**config.mk**
```make
export PLATFORM = sky130hd
export DESIGN_NAME = bbfra_front
export DESIGN_NICKNAME = d
export VERILOG_FILES = /design/src/design/bbfra_pkg.sv /design/src/design/bbfra_front.sv
export SDC_FILE = /design/constraint.sdc
export NUM_CORES = 1
export LEC_CHECK = 0
export ABC_AREA = 1
export BUFFER_PORTS_ARGS = -buffer_cell sky130_fd_sc_hd__buf_2
export CAP_MARGIN = 20
export CORE_MARGIN = 3
export CORE_UTILIZATION = 45
export CTS_BUF_LIST = sky130_fd_sc_hd__clkbuf_2
export DETAILED_ROUTE_END_ITERATION = 10
export GPL_ROUTABILITY_DRIVEN = 0
export PLACE_DENSITY_LB_ADDON = 0.08
export SYNTH_ARGS = -nofsm -noshare
export SYNTH_HDL_FRONTEND = slang
export SYNTH_SLANG_ARGS = --single-unit
```
**constraint.sdc**
```tcl
create_clock -name i_clk -period 10.25 [get_ports i_clk]
set_clock_uncertainty 0.05 [all_clocks]
set_input_delay 1.025 -clock i_clk [delete_from_list [all_inputs] [get_ports i_clk]]
set_output_delay 1.025 -clock i_clk [all_outputs]
set_load 0.02 [all_outputs]
```
**src/design/bbfra_pkg.sv**
```systemverilog
// Shared types, register indexes and reset constants for the byte budget retention block.
package bbfra_pkg;

    // Default entry count of the rolling store
    localparam int DEPTH_DEFAULT = 1024;

    // Input queue between the front and the back
    localparam int QUEUE_DEPTH = 2;
    localparam int QPTR_W      = 1;
    localparam int QFILL_W     = 2;

    // Field widths
    localparam int TIME_W   = 32;
    localparam int AMOUNT_W = 24;

    // Configuration port
    localparam int CFG_IDX_W  = 2;
    localparam int CFG_DATA_W = 32;

    localparam logic [CFG_IDX_W-1:0] CFG_CAPACITY   = 2'd0;
    localparam logic [CFG_IDX_W-1:0] CFG_START_TIME = 2'd1;
    localparam logic [CFG_IDX_W-1:0] CFG_WARM_UP    = 2'd2;

    localparam logic [AMOUNT_W-1:0] CAPACITY_RESET   = 24'd535000;
    localparam logic [TIME_W-1:0]   START_TIME_RESET = 32'd0;
    localparam logic [TIME_W-1:0]   WARM_UP_RESET    = 32'd86400;

    typedef struct packed {
        logic [TIME_W-1:0]   sample_time;
        logic [AMOUNT_W-1:0] sample_amount;
    } t_in;

    typedef struct packed {
        logic [TIME_W-1:0] oldest_age;
        logic              age_valid;
        logic              store_overflow;
    } t_out;

    // Sample after classification by the front
    typedef struct packed {
        logic [TIME_W-1:0]   sample_time;
        logic [AMOUNT_W-1:0] sample_amount;
        logic                past_warm;
    } t_work;

endpackage

```
**src/design/bbfra_front.sv**
```systemverilog
// Front: accepts samples, classifies them against the warm-up window and queues them.
module bbfra_front (
    input  logic                                i_clk,
    input  logic                                i_rst_n,
    input  logic                                i_valid,
    input  bbfra_pkg::t_in                      i_data,
    output logic                                o_stall,
    input  logic [bbfra_pkg::TIME_W-1:0]        i_start_time,
    input  logic [bbfra_pkg::TIME_W-1:0]        i_warm_up,
    output logic                                o_work_valid,
    output bbfra_pkg::t_work                    o_work,
    input  logic                                i_work_pop
);

    bbfra_pkg::t_work                  r_slot [bbfra_pkg::QUEUE_DEPTH];
    logic [bbfra_pkg::QPTR_W-1:0]      r_wr_ptr;
    logic [bbfra_pkg::QPTR_W-1:0]      r_rd_ptr;
    logic [bbfra_pkg::QFILL_W-1:0]     r_fill;
    logic                              w_push;
    logic [bbfra_pkg::TIME_W:0]        w_warm_end;
    bbfra_pkg::t_work                  w_new;

    assign o_stall      = (r_fill == bbfra_pkg::QFILL_W'(bbfra_pkg::QUEUE_DEPTH));
    assign o_work_valid = (r_fill != '0);
    assign o_work       = r_slot[r_rd_ptr];
    assign w_push       = i_valid && !o_stall;

    // Classify: age is reportable only once the sample is past start plus warm-up
    assign w_warm_end = {1'b0, i_start_time} + {1'b0, i_warm_up};
    always_comb begin
        w_new.sample_time   = i_data.sample_time;
        w_new.sample_amount = i_data.sample_amount;
        w_new.past_warm     = ({1'b0, i_data.sample_time} > w_warm_end);
    end

    // Hold queue pointers and fill level
    always_ff @(posedge i_clk) begin
        if (!i_rst_n) begin
            r_wr_ptr <= '0;
            r_rd_ptr <= '0;
            r_fill   <= '0;
        end else begin
            if (w_push) begin
                r_wr_ptr <= r_wr_ptr + 1'b1;
            end
            if (i_work_pop) begin
                r_rd_ptr <= r_rd_ptr + 1'b1;
            end
            if (w_push && !i_work_pop) begin
                r_fill <= r_fill + 1'b1;
            end else if (!w_push && i_work_pop) begin
                r_fill <= r_fill - 1'b1;
            end
        end
    end

    // Store the classified sample
    always_ff @(posedge i_clk) begin
        if (w_push) begin
            r_slot[r_wr_ptr] <= w_new;
        end
    end

endmodule

```
== Word level (Yosys, flattened, before mapping) ==
Memories as Yosys holds them, arrays and structs flattened. A register that Yosys moved wholly into a read port is not among the register bits.
Cells that the tools add are included.
Widths: inputs -> output; s select.
Cells by class
  magnitude comparators: 1
  add/sub/neg operators: 5
  multipliers: 0
  divide/modulo/power cells: 0
  shifts and indexed selects: 0
  reductions and logical operators: 8
  bitwise operators: 0
  multiplexer cells: 6
  eq/ne operators: 1
Operator list (number)
  $add 32x32->33: 1
  $gt 32x33->1: 1
  $mux 1: 4
  $mux 2: 2
  $reduce_bool 2->1: 2
  $logic_and 1x1->1: 3
  $logic_not 1->1: 3
  $add 1x1->1 const B: 2
  $add 2x1->2 const B: 1
  $eq 2x2->1 const B: 1
  $sub 2x1->2 const B: 1
Storage, ports and cells
  register bits after elaboration: 4
  latch bits: 0
  RAM bits: 114
  memories kept: 1
  bits in read-only memories: 0
Memories
  r_slot: depth 2, bits a word 57, rd ports 1, clocked after Yosys merged registers in 1, wr ports 1, line bbfra_front.sv:15  | bbfra_pkg::t_work r_slot [bbfra_pkg::QUEUE_DEPTH];

== Logic depth before layout (Yosys ltp) ==
Gate-level depths: netlist of run 1.
  depth in word-level cells: 7
  depth in mapped cells: 25
  mapped depth without buffers: 25

== Worst setup path before layout of run 1 ==
No wires, ideal clock.
  path type: input to register
  start: input port i_valid
  end: memory r_slot[1][0] (netlist name) (enable)
  buffers on the path: 0
  stages on the path: 2
  data arrival time: 3.575 ns
  setup slack: 6.151 ns
  cells stage by stage: o21ai_0 -> nor2_1
On the way
  cells in the longest elaborated chain, start to end: 3
RTL lines
  from (decl): line bbfra_front.sv:5  | input logic i_valid,
  $logic_and 1x1->1: line bbfra_front.sv:26  | assign w_push = i_valid && !o_stall;
  $mux 1: line bbfra_front.sv:59  | if (w_push) begin
  $mux 1 (implied by the code): line bbfra_front.sv:60  | r_slot[r_wr_ptr] <= w_new;
  to (decl): line bbfra_front.sv:15
No other way between the ends.

==> results of run 1 <==
## power groups by stage
stage	clock (W)	combinational [W]	sequential, W
2_1_floorplan	0	0.000249	0.000599
3_3_place_gp	0	0.000356	0.000599
3_5_place_dp	0	0.000363	0.000601
4_1_cts	0.000275	0.000365	0.000590
5_1_grt	0.000296	0.000409	0.000594
6_report	0.000263	0.000362	0.000589
## worst min-delay path: stages (launching register included)
cell,delay (ns)
dfxtp_1,0.36
nor2_1,0.06
nor2_1,0.08
## cell type report
class | count | area, µm²
fill | 1444 | 6804
sequential | 119 | 3525
multi-input combinational | 501 | 3299
timing repair buffer | 185 | 933.4
inverter | 73 | 274.0
tap | 211 | 264.0
clock inverter | 13 | 112.6
clock buffer | 19 | 95.09
antenna | 3 | 7.507
## metal layers
| layer | vias up | track usage | share of wire |
|---|---|---|---|
| li1 | 2839 | - | - |
| met1 | 2545 | 0.2412 | 0.45 |
| met2 | 176 | 0.3321 | 0.48 |
| met3 | 25 | 0.03828 | 0.047 |
| met4 | 0 | 0.06884 | 0.024 |
| met5 | - | 0 | 0 |
## cell usage after synthesis, drive strengths merged
cell    count  share of area
fa          1         0.0028
a21o        8         0.0084
nand3      24          0.018
nand3b      6         0.0063
mux2       57          0.090
xnor2      15          0.018
nand2     158          0.085
ha         65           0.11
inv        73          0.039
nor2       64          0.034
nor3b       1         0.0011
nor3        4         0.0035
o21bai      5         0.0053
o21ai      27          0.020
nor4        5         0.0053
a21boi      2         0.0021
nand4       5         0.0044
xor2        3         0.0037
and3        1        0.00088
buf         6         0.0042
a21oi      41          0.029
a31oi       4         0.0035
dfxtp       5          0.014
edfxtp    114           0.48
o21a        4         0.0042
and2        1        0.00088
## logic make-up (layout without fill, tap and decap cells)
kind of cell             Yosys count  after routing
other                              0              3
XOR/XNOR                          18             18
AND/OR/NAND/NOR                  269            269
multiplexers                      57             57
buffers and inverters             79            290
adder cells (fa/ha/maj)           66             66
AO/OA/AOI/OAI                     91             91
flip-flops                       119            119
## metrics by stage
stage                     power (W)  std cells  utilization
final                      0.001214       1124       0.5557
after detailed placement  0.0009646       1089       0.5417
after floorplan           0.0008480        699            -
after global placement    0.0009548       1089       0.5417
after global routing       0.001298       1124       0.5557
after CTS                  0.001230       1121       0.5552
## path summary, 6_finish.rpt
kind	from	end
hold reg to reg	r_rd_ptr	r_rd_ptr
setup reg to reg	r_fill[1]	r_slot[0][55]
setup / recovery	flop	o_work[45]
hold / removal	r_rd_ptr	r_rd_ptr
## sequential cells by signal, summed over array words and instances, names as in the netlist, named ones only
name / count
r_slot: 114
r_fill: 2
r_wr_ptr: 1
r_rd_ptr: 1
## cells in the final DEF (no fill, tap or decap), drive strengths merged
master / count
mux2: 57
nand3b: 6
xor2: 3
edfxtp: 114
clkinvlp: 2
a21oi: 41
nand3: 24
fa: 1
inv: 73
nor4: 5
nand4: 5
nand2: 158
diode: 3
a21o: 8
ha: 65
bufinv: 2
clkbuf: 19
dfxtp: 5
o21a: 4
nor2: 64
o21bai: 5
o21ai: 27
nor3: 4
and3: 1
a31oi: 4
a21boi: 2
buf: 185
nor3b: 1
clkinv: 9
xnor2: 15
and2: 1
==> run summary, run 1 <==
After routing the design area is 0.008511 mm². Prior to clock tree synthesis, the placed netlist has a worst setup slack of 6.261 ns. The number of setup buffers added after CTS is 0. For this run, the detailed router's first-pass iteration total came to 5. The sequential share of the synthesized area came out at 0.4954. The number of distinct library cells after synthesis is 34. The clock latency on the worst-skew pair came out at 0.60 ns. After routing, the total negative slack on setup checks comes to 0 ns. The clock root buffer is clkbuf_2.

Synthesis handed over a netlist of 699 instances. The share of total power dissipated in combinational logic is 0.298. The path length in cells of the critical path is 3.

The largest family of logic cells by synthesized area is simple AND/OR/NAND/NOR gates. The power per cell area is 142.6 mW/mm². The number of antenna violations at the first check in global routing is 3. The switching power is 0.0003870 W.

The register clock-pin slew on the reported worst setup and hold paths came out at 0.15 ns. Setup repair after global routing left no endpoint under its margin. Each instance of the synthesized netlist takes up on average 10.17 µm². The number of hold buffers added after CTS is 0. The area of the die came out at 0.01735 mm². After detailed placement, the total cell area comes to 0.008295 mm².

The static power due to leakage is 3.840 nW. The tree built by TritonCTS fans out to 119 sinks. The placement row count is 45. The delay contributed by the slowest stage of the critical path is 0.61 ns. The part of the power in the clock network is 0.216. The max-slew violation total from the final report was 0. Of the total synthesized cell area, the portion taken by full adders, half adders and majority gates is 0.1172. The number of max-cap violations came out at 0.

The data required time at the worst endpoint is 9.18 ns. The kind of critical path is flop to output port. The initial detailed-routing violation count is 258. The type of element capturing the critical path is an output port. The post-CTS resize count is 0. The number of nets with antenna violations after detailed routing is 0. The simple-gate share of the synthesized area came out at 0.1603. The synthesized design contains 119 register bits. The XOR/XNOR share of the synthesized area is 0.02217.

The minimum hold slack is 0.4722 ns. The layout cell share with drive strength beyond 1 is 0.3121. The kind of path behind the tightest hold check is flop to flop. The total core area came out at 0.01531 mm². The global-route usage over all layers came out at 0.1925. The worst reg-to-reg path cell count came out at 4. The netlist area before placement came out at 0.007112 mm². The HPWL after detailed placement came out at 13230 µm. The relative contribution of sequential cells to total power came out at 0.486. The number of buffer and inverter stages on the critical path came out at 2. The number of design rule violations left after detail routing came out at 0. The worst path meets setup with 6.794 ns of slack. The critical path goes through buf_4, mux2_2, buf_2.

The detailed-route wire length per cell came out at 14.82 µm. The clock passes through at most 2 buffers. The number of warning messages in the yosys log came out at 0.

The starting density of the core is 0.4644. The post-synthesis compound-gate area fraction came out at 0.07196. The mux contribution to synthesized area is 0.09025.

Counting every net in the synthesized netlist gives 889. The maximum resistive drop on vdd came out at 0.06762 mV. The worst register-to-register path has a setup slack of 8.10 ns. The CTS buffer count came out at 17. The area added between synthesis and finish came out at 19.67%.

Headroom to the max-slew limit came out at 0.4701. The maximum level of the CTS H-tree is 4. After the last flow step, the layout net total stands at 1087. The die is 131.7 µm tall.

The highest achievable clock rate came out at 289.3 MHz. Of the total power, the share spent switching nets is 0.3188. The final hold violation count came out at 0. The type of origin of the critical path is a flop. Broken down by cell family, the worst path's largest delay share belongs to buffers and inverters.

The die is 131.7 µm wide. The worst-path maximum fanout came out at 41. Summed over all layers, the routed wires come to 16660 µm.

For the pin with the worst max-slew slack, the measured transition is 0.7948 ns. The I/O pin count came out at 183. Setup violations remaining at the end of the flow were counted as 0.

In the finished design, the share of the clock period the worst path needs comes to 0.3372. The via count of the first global-routing pass is 5663. Entering global routing, the biggest net connects 59 pins.

The hold-critical path depth is 2. The data arrival time of the critical path came out at 2.38 ns. In this run the tool buffered the top-level ports with 182 buffer cells. The CTS tree is built. The count of vias placed by the detailed router came out at 5585. The first global-routing pass estimated 26990 µm of wire.

The slowest stage of the critical path is the dfxtp_2 cell. The final critical-path required period is 3.457 ns. The total global routing overflow came out at 0. The internal power consumption is 0.0008268 W. In the routed layout, each cell is associated on average with a via count of 4.969.

The run finished with clean final reports.
(Power assumes the default switching activity.)
==> run 2: changes to the inputs <==
==> constraint.sdc (replaced) <==
create_clock -name i_clk -period 2.8 [get_ports i_clk]
set_clock_uncertainty 0.05 [all_clocks]
set_input_delay 0.28 -clock i_clk [delete_from_list [all_inputs] [get_ports i_clk]]
set_output_delay 0.28 -clock i_clk [all_outputs]
set_load 0.02 [all_outputs]
==> run 2 against run 1 <==
  * Via count is 10% higher
  * Cell count rose by 12%
  * Worst hold slack got worse by 0.17 ns
  * Critical path type is now primary input to flop
  * Critical endpoint is now r_slot[0][0]
==> run summary, run 2 (synthesis results as in run 1) <==
The global-route usage over all layers came out at 0.2120 (was 0.1925). The CTS buffer count came out at 17 (unchanged). The cell family with the largest share of critical-path delay is simple AND/OR/NAND/NOR gates (was buffers and inverters).

The launch instance of the worst min-delay path is i_valid (was r_rd_ptr). The layout cell share with drive strength beyond 1 was 0.3511 (was 0.3121). The endpoint of the worst register-to-register path is r_fill[0] (was r_slot[0][55]). The number of flip-flops under the largest register name was 114 (unchanged). The sum of internal, switching and leakage power came out at 0.004838 W (was 0.001214 W). The pre-CTS setup slack was -0.3511 ns (was 6.261 ns). The worst relative slew slack came out at 0.5047 (was 0.4701). Dividing the final minimum period by the clock period gives 0.8927. The wire length of the first global-routing pass is 29780 µm (was 26990 µm). The detailed-route wire length per cell came out at 14.45 µm (was 14.82 µm). The I/O pin count came out at 183 (unchanged). The slew at the pin with the worst max-slew slack came out at 0.7351 ns (was 0.7948 ns).

The worst-case hold path end point is r_wr_ptr (was r_rd_ptr). The placement row count was 45 (unchanged). The reg-to-reg startpoint was r_fill[1] (unchanged). The largest net degree at the start of global routing came to 42 (was 59). The static power due to leakage came out at 4.496 nW (was 3.840 nW). The final layout net count is 1228 (was 1087). The CTS tree is built (unchanged). The number of vias per cell after detailed routing is 4.879 (was 4.969). Largest registers: r_slot x114, r_fill x2 (unchanged). The initial detailed-routing violation count came to 175 (was 258). The total core area is 0.01531 mm² (unchanged).

The register name with the most flops was r_slot (unchanged). The final hold violation count came out at 0 (unchanged). The number of antenna violations at the first check in global routing came out at 2 (was 3). The count of vias placed by the detailed router is 6167 (was 5585). The delay contributed by the slowest stage of the critical path is 0.36 ns (was 0.61 ns). The sum of routed wire length over all layers came out at 18270 µm (was 16660 µm). The worst-path maximum fanout is 4 (was 41). The buffer levels on the longest clock path is 2 (unchanged). The HPWL after detailed placement came out at 13730 µm (was 13230 µm). The highest achievable clock rate is 400.1 MHz.

The data arrival time of the critical path came to 2.82 ns (was 2.38 ns). The number of buffer and inverter stages on the critical path came out at 4 (was 2). The most common library cell in the layout ignoring fill and taps is buf_2 (unchanged). The die span in y came to 131.7 µm (unchanged). The final-report setup violation count came out at 0 (unchanged). The post-layout utilization of the core is 0.6388 (was 0.5557). The data required time at the worst endpoint came to 3.12 ns (was 9.18 ns). The buffer count from post-CTS setup fixing came out at 0 (unchanged). The least setup slack across all paths after layout is 0.3005 ns (was 6.794 ns). Run status: finished, final reports clean (unchanged).

The worst reg-to-reg path cell count is 7 (was 4). The worst path needs 2.500 ns of the cycle, external delays included. The hold-critical path depth came out at 5 (was 2).

The number of max-cap violations came out at 0 (unchanged). The clock latency on the worst-skew pair was 0.59 ns (was 0.60 ns). The number of filler cells placed in the layout is 1298 (was 1444). The setup slack on the worst flop-to-flop path came out at 0.44 ns (was 8.10 ns). The max-slew violation total from the final report came out at 0 (unchanged).

The overall die width is 131.7 µm (unchanged). The register clock-pin slew on the reported worst setup and hold paths came out at 0.15 ns (about the same). The starting density of the core is 0.4644 (unchanged). The number of hold buffers added after CTS came out at 59 (was 0). The via count of the first global-routing pass came out at 6299 (was 5663). The type of origin of the critical path is a primary input (was flop). The library cell contributing the largest single delay on the critical path is ha_1 (was dfxtp_2).

The area of the die is 0.01735 mm² (unchanged). The power per cell area was 494.5 mW/mm² (was 142.6 mW/mm²). The area added between synthesis and finish is 37.56% (was 19.67%).

The number of iterations in the first detailed-routing pass is 4 (was 5). The post-CTS resize count is 0 (unchanged). The maximum resistive drop on vdd is 0.2143 mV (was 0.06762 mV). Most frequent cells in the layout: buf_2 (182), nand2_1 (152), edfxtp_1 (114) (was buf_2 (182), nand2_1 (153), edfxtp_1 (114)). The port buffer count came out at 182 (unchanged). The number of sinks driven by the clock tree came out at 119 (unchanged).

Worst-path cell chain: buf_2, ha_1, nand2_1, nor2_1, inv_1, nor4_1, nand3_1, nand3_1, nand2_1, ha_1, inv_1, nor2_1, nand3_1, inv_1, nand2_1, nor2_1, nand2_1, nor3b_1, nand2_1, nor2_1 (was buf_4, mux2_2, buf_2). The most numerous cell on the critical path is nand2_1. The cell count after placement was 1171 (was 1089). The kind of path behind the tightest hold check is primary input to flop (was flop to flop).

The kind of critical path is primary input to flop (was flop to output port). The number of nets with antenna violations after detailed routing came out at 0 (unchanged). The maximum level of the CTS H-tree came to 4 (unchanged). The setup TNS is 0 ns (unchanged). The count of placed standard cells in the final layout, fillers left out came out at 1264 (was 1124). The total global routing overflow was 0 (unchanged). The type of element capturing the critical path was a flop (was output port). The number of design rule violations left after detail routing is 0 (unchanged). Setup repair after global routing missed its margin: false (unchanged). The clock root buffer was clkbuf_2 (unchanged).
## run 2: changes by cell type in the layout (fill, tap and decap cells not counted), sizes merged
cell / delta
clkinv: -1
clkbuf: -2
diode: -1
buf: +82
bufinv: +1
dlygate4sd3: +59
clkinvlp: +2
## run 2: layer usage
metal / vias up / GRT usage / wire [µm]
met4: 0 / 0.08343 / 438
met3: 29 / 0.04326 / 850
met2: 189 / 0.3785 / 9160
li1: 3121 / - / -
met1: 2828 / 0.2510 / 7818
met5: - / 0 / 0
## run 2: tightest hold or removal path: cells and delay by family
| family | cells | cell delay [ns] |
|---|---|---|
| compound gates | 2 | 0.33 |
| buf+inv | 2 | 0.22 |
| simple gates | 1 | 0.08 |
## run 2: worst max-delay path by stage
stage	start	end	slack [ns]	depth (start not counted)
floorplan	i_start_time[0]	r_slot[0][0]	0.03	20
global placement	i_start_time[24]	r_slot[0][0]	-0.28	20
detailed placement	i_start_time[24]	r_slot[1][0]	-0.35	20
CTS	flop	o_work[0]	0.23	3
global route	i_start_time[24]	r_slot[1][0]	0.05	20
finish	i_start_time[24]	r_slot[0][0]	0.30	20
## run 2: area by class of cell
cell class	count	area, µm²	area share
inverter	73	274.0	0.02801
timing repair buffer	326	2165	0.2213
clock inverter	15	161.4	0.01650
sequential	119	3525	0.3603
antenna	2	5.005	0.0005116
tap	211	264.0	0.02699
multi-input combinational	501	3304	0.3378
clock buffer	17	85.08	0.008697
## run 2: power by group
part	total (W)	switching [W]	internal (W)
registers	0.00216	0.0000400	0.00212
logic	0.00159	0.000872	0.000714
clock network	0.00109	0.000613	0.000482
## run 2: per-stage QoR
stage          area (µm²)  hold WS [ns]
6_report             9783        0.2996
3_5_place_dp         8941        0.4220
3_3_place_gp         8941        0.4174
2_1_floorplan        7122        0.3289
5_1_grt              9783        0.2260
4_1_cts              9778        0.1924
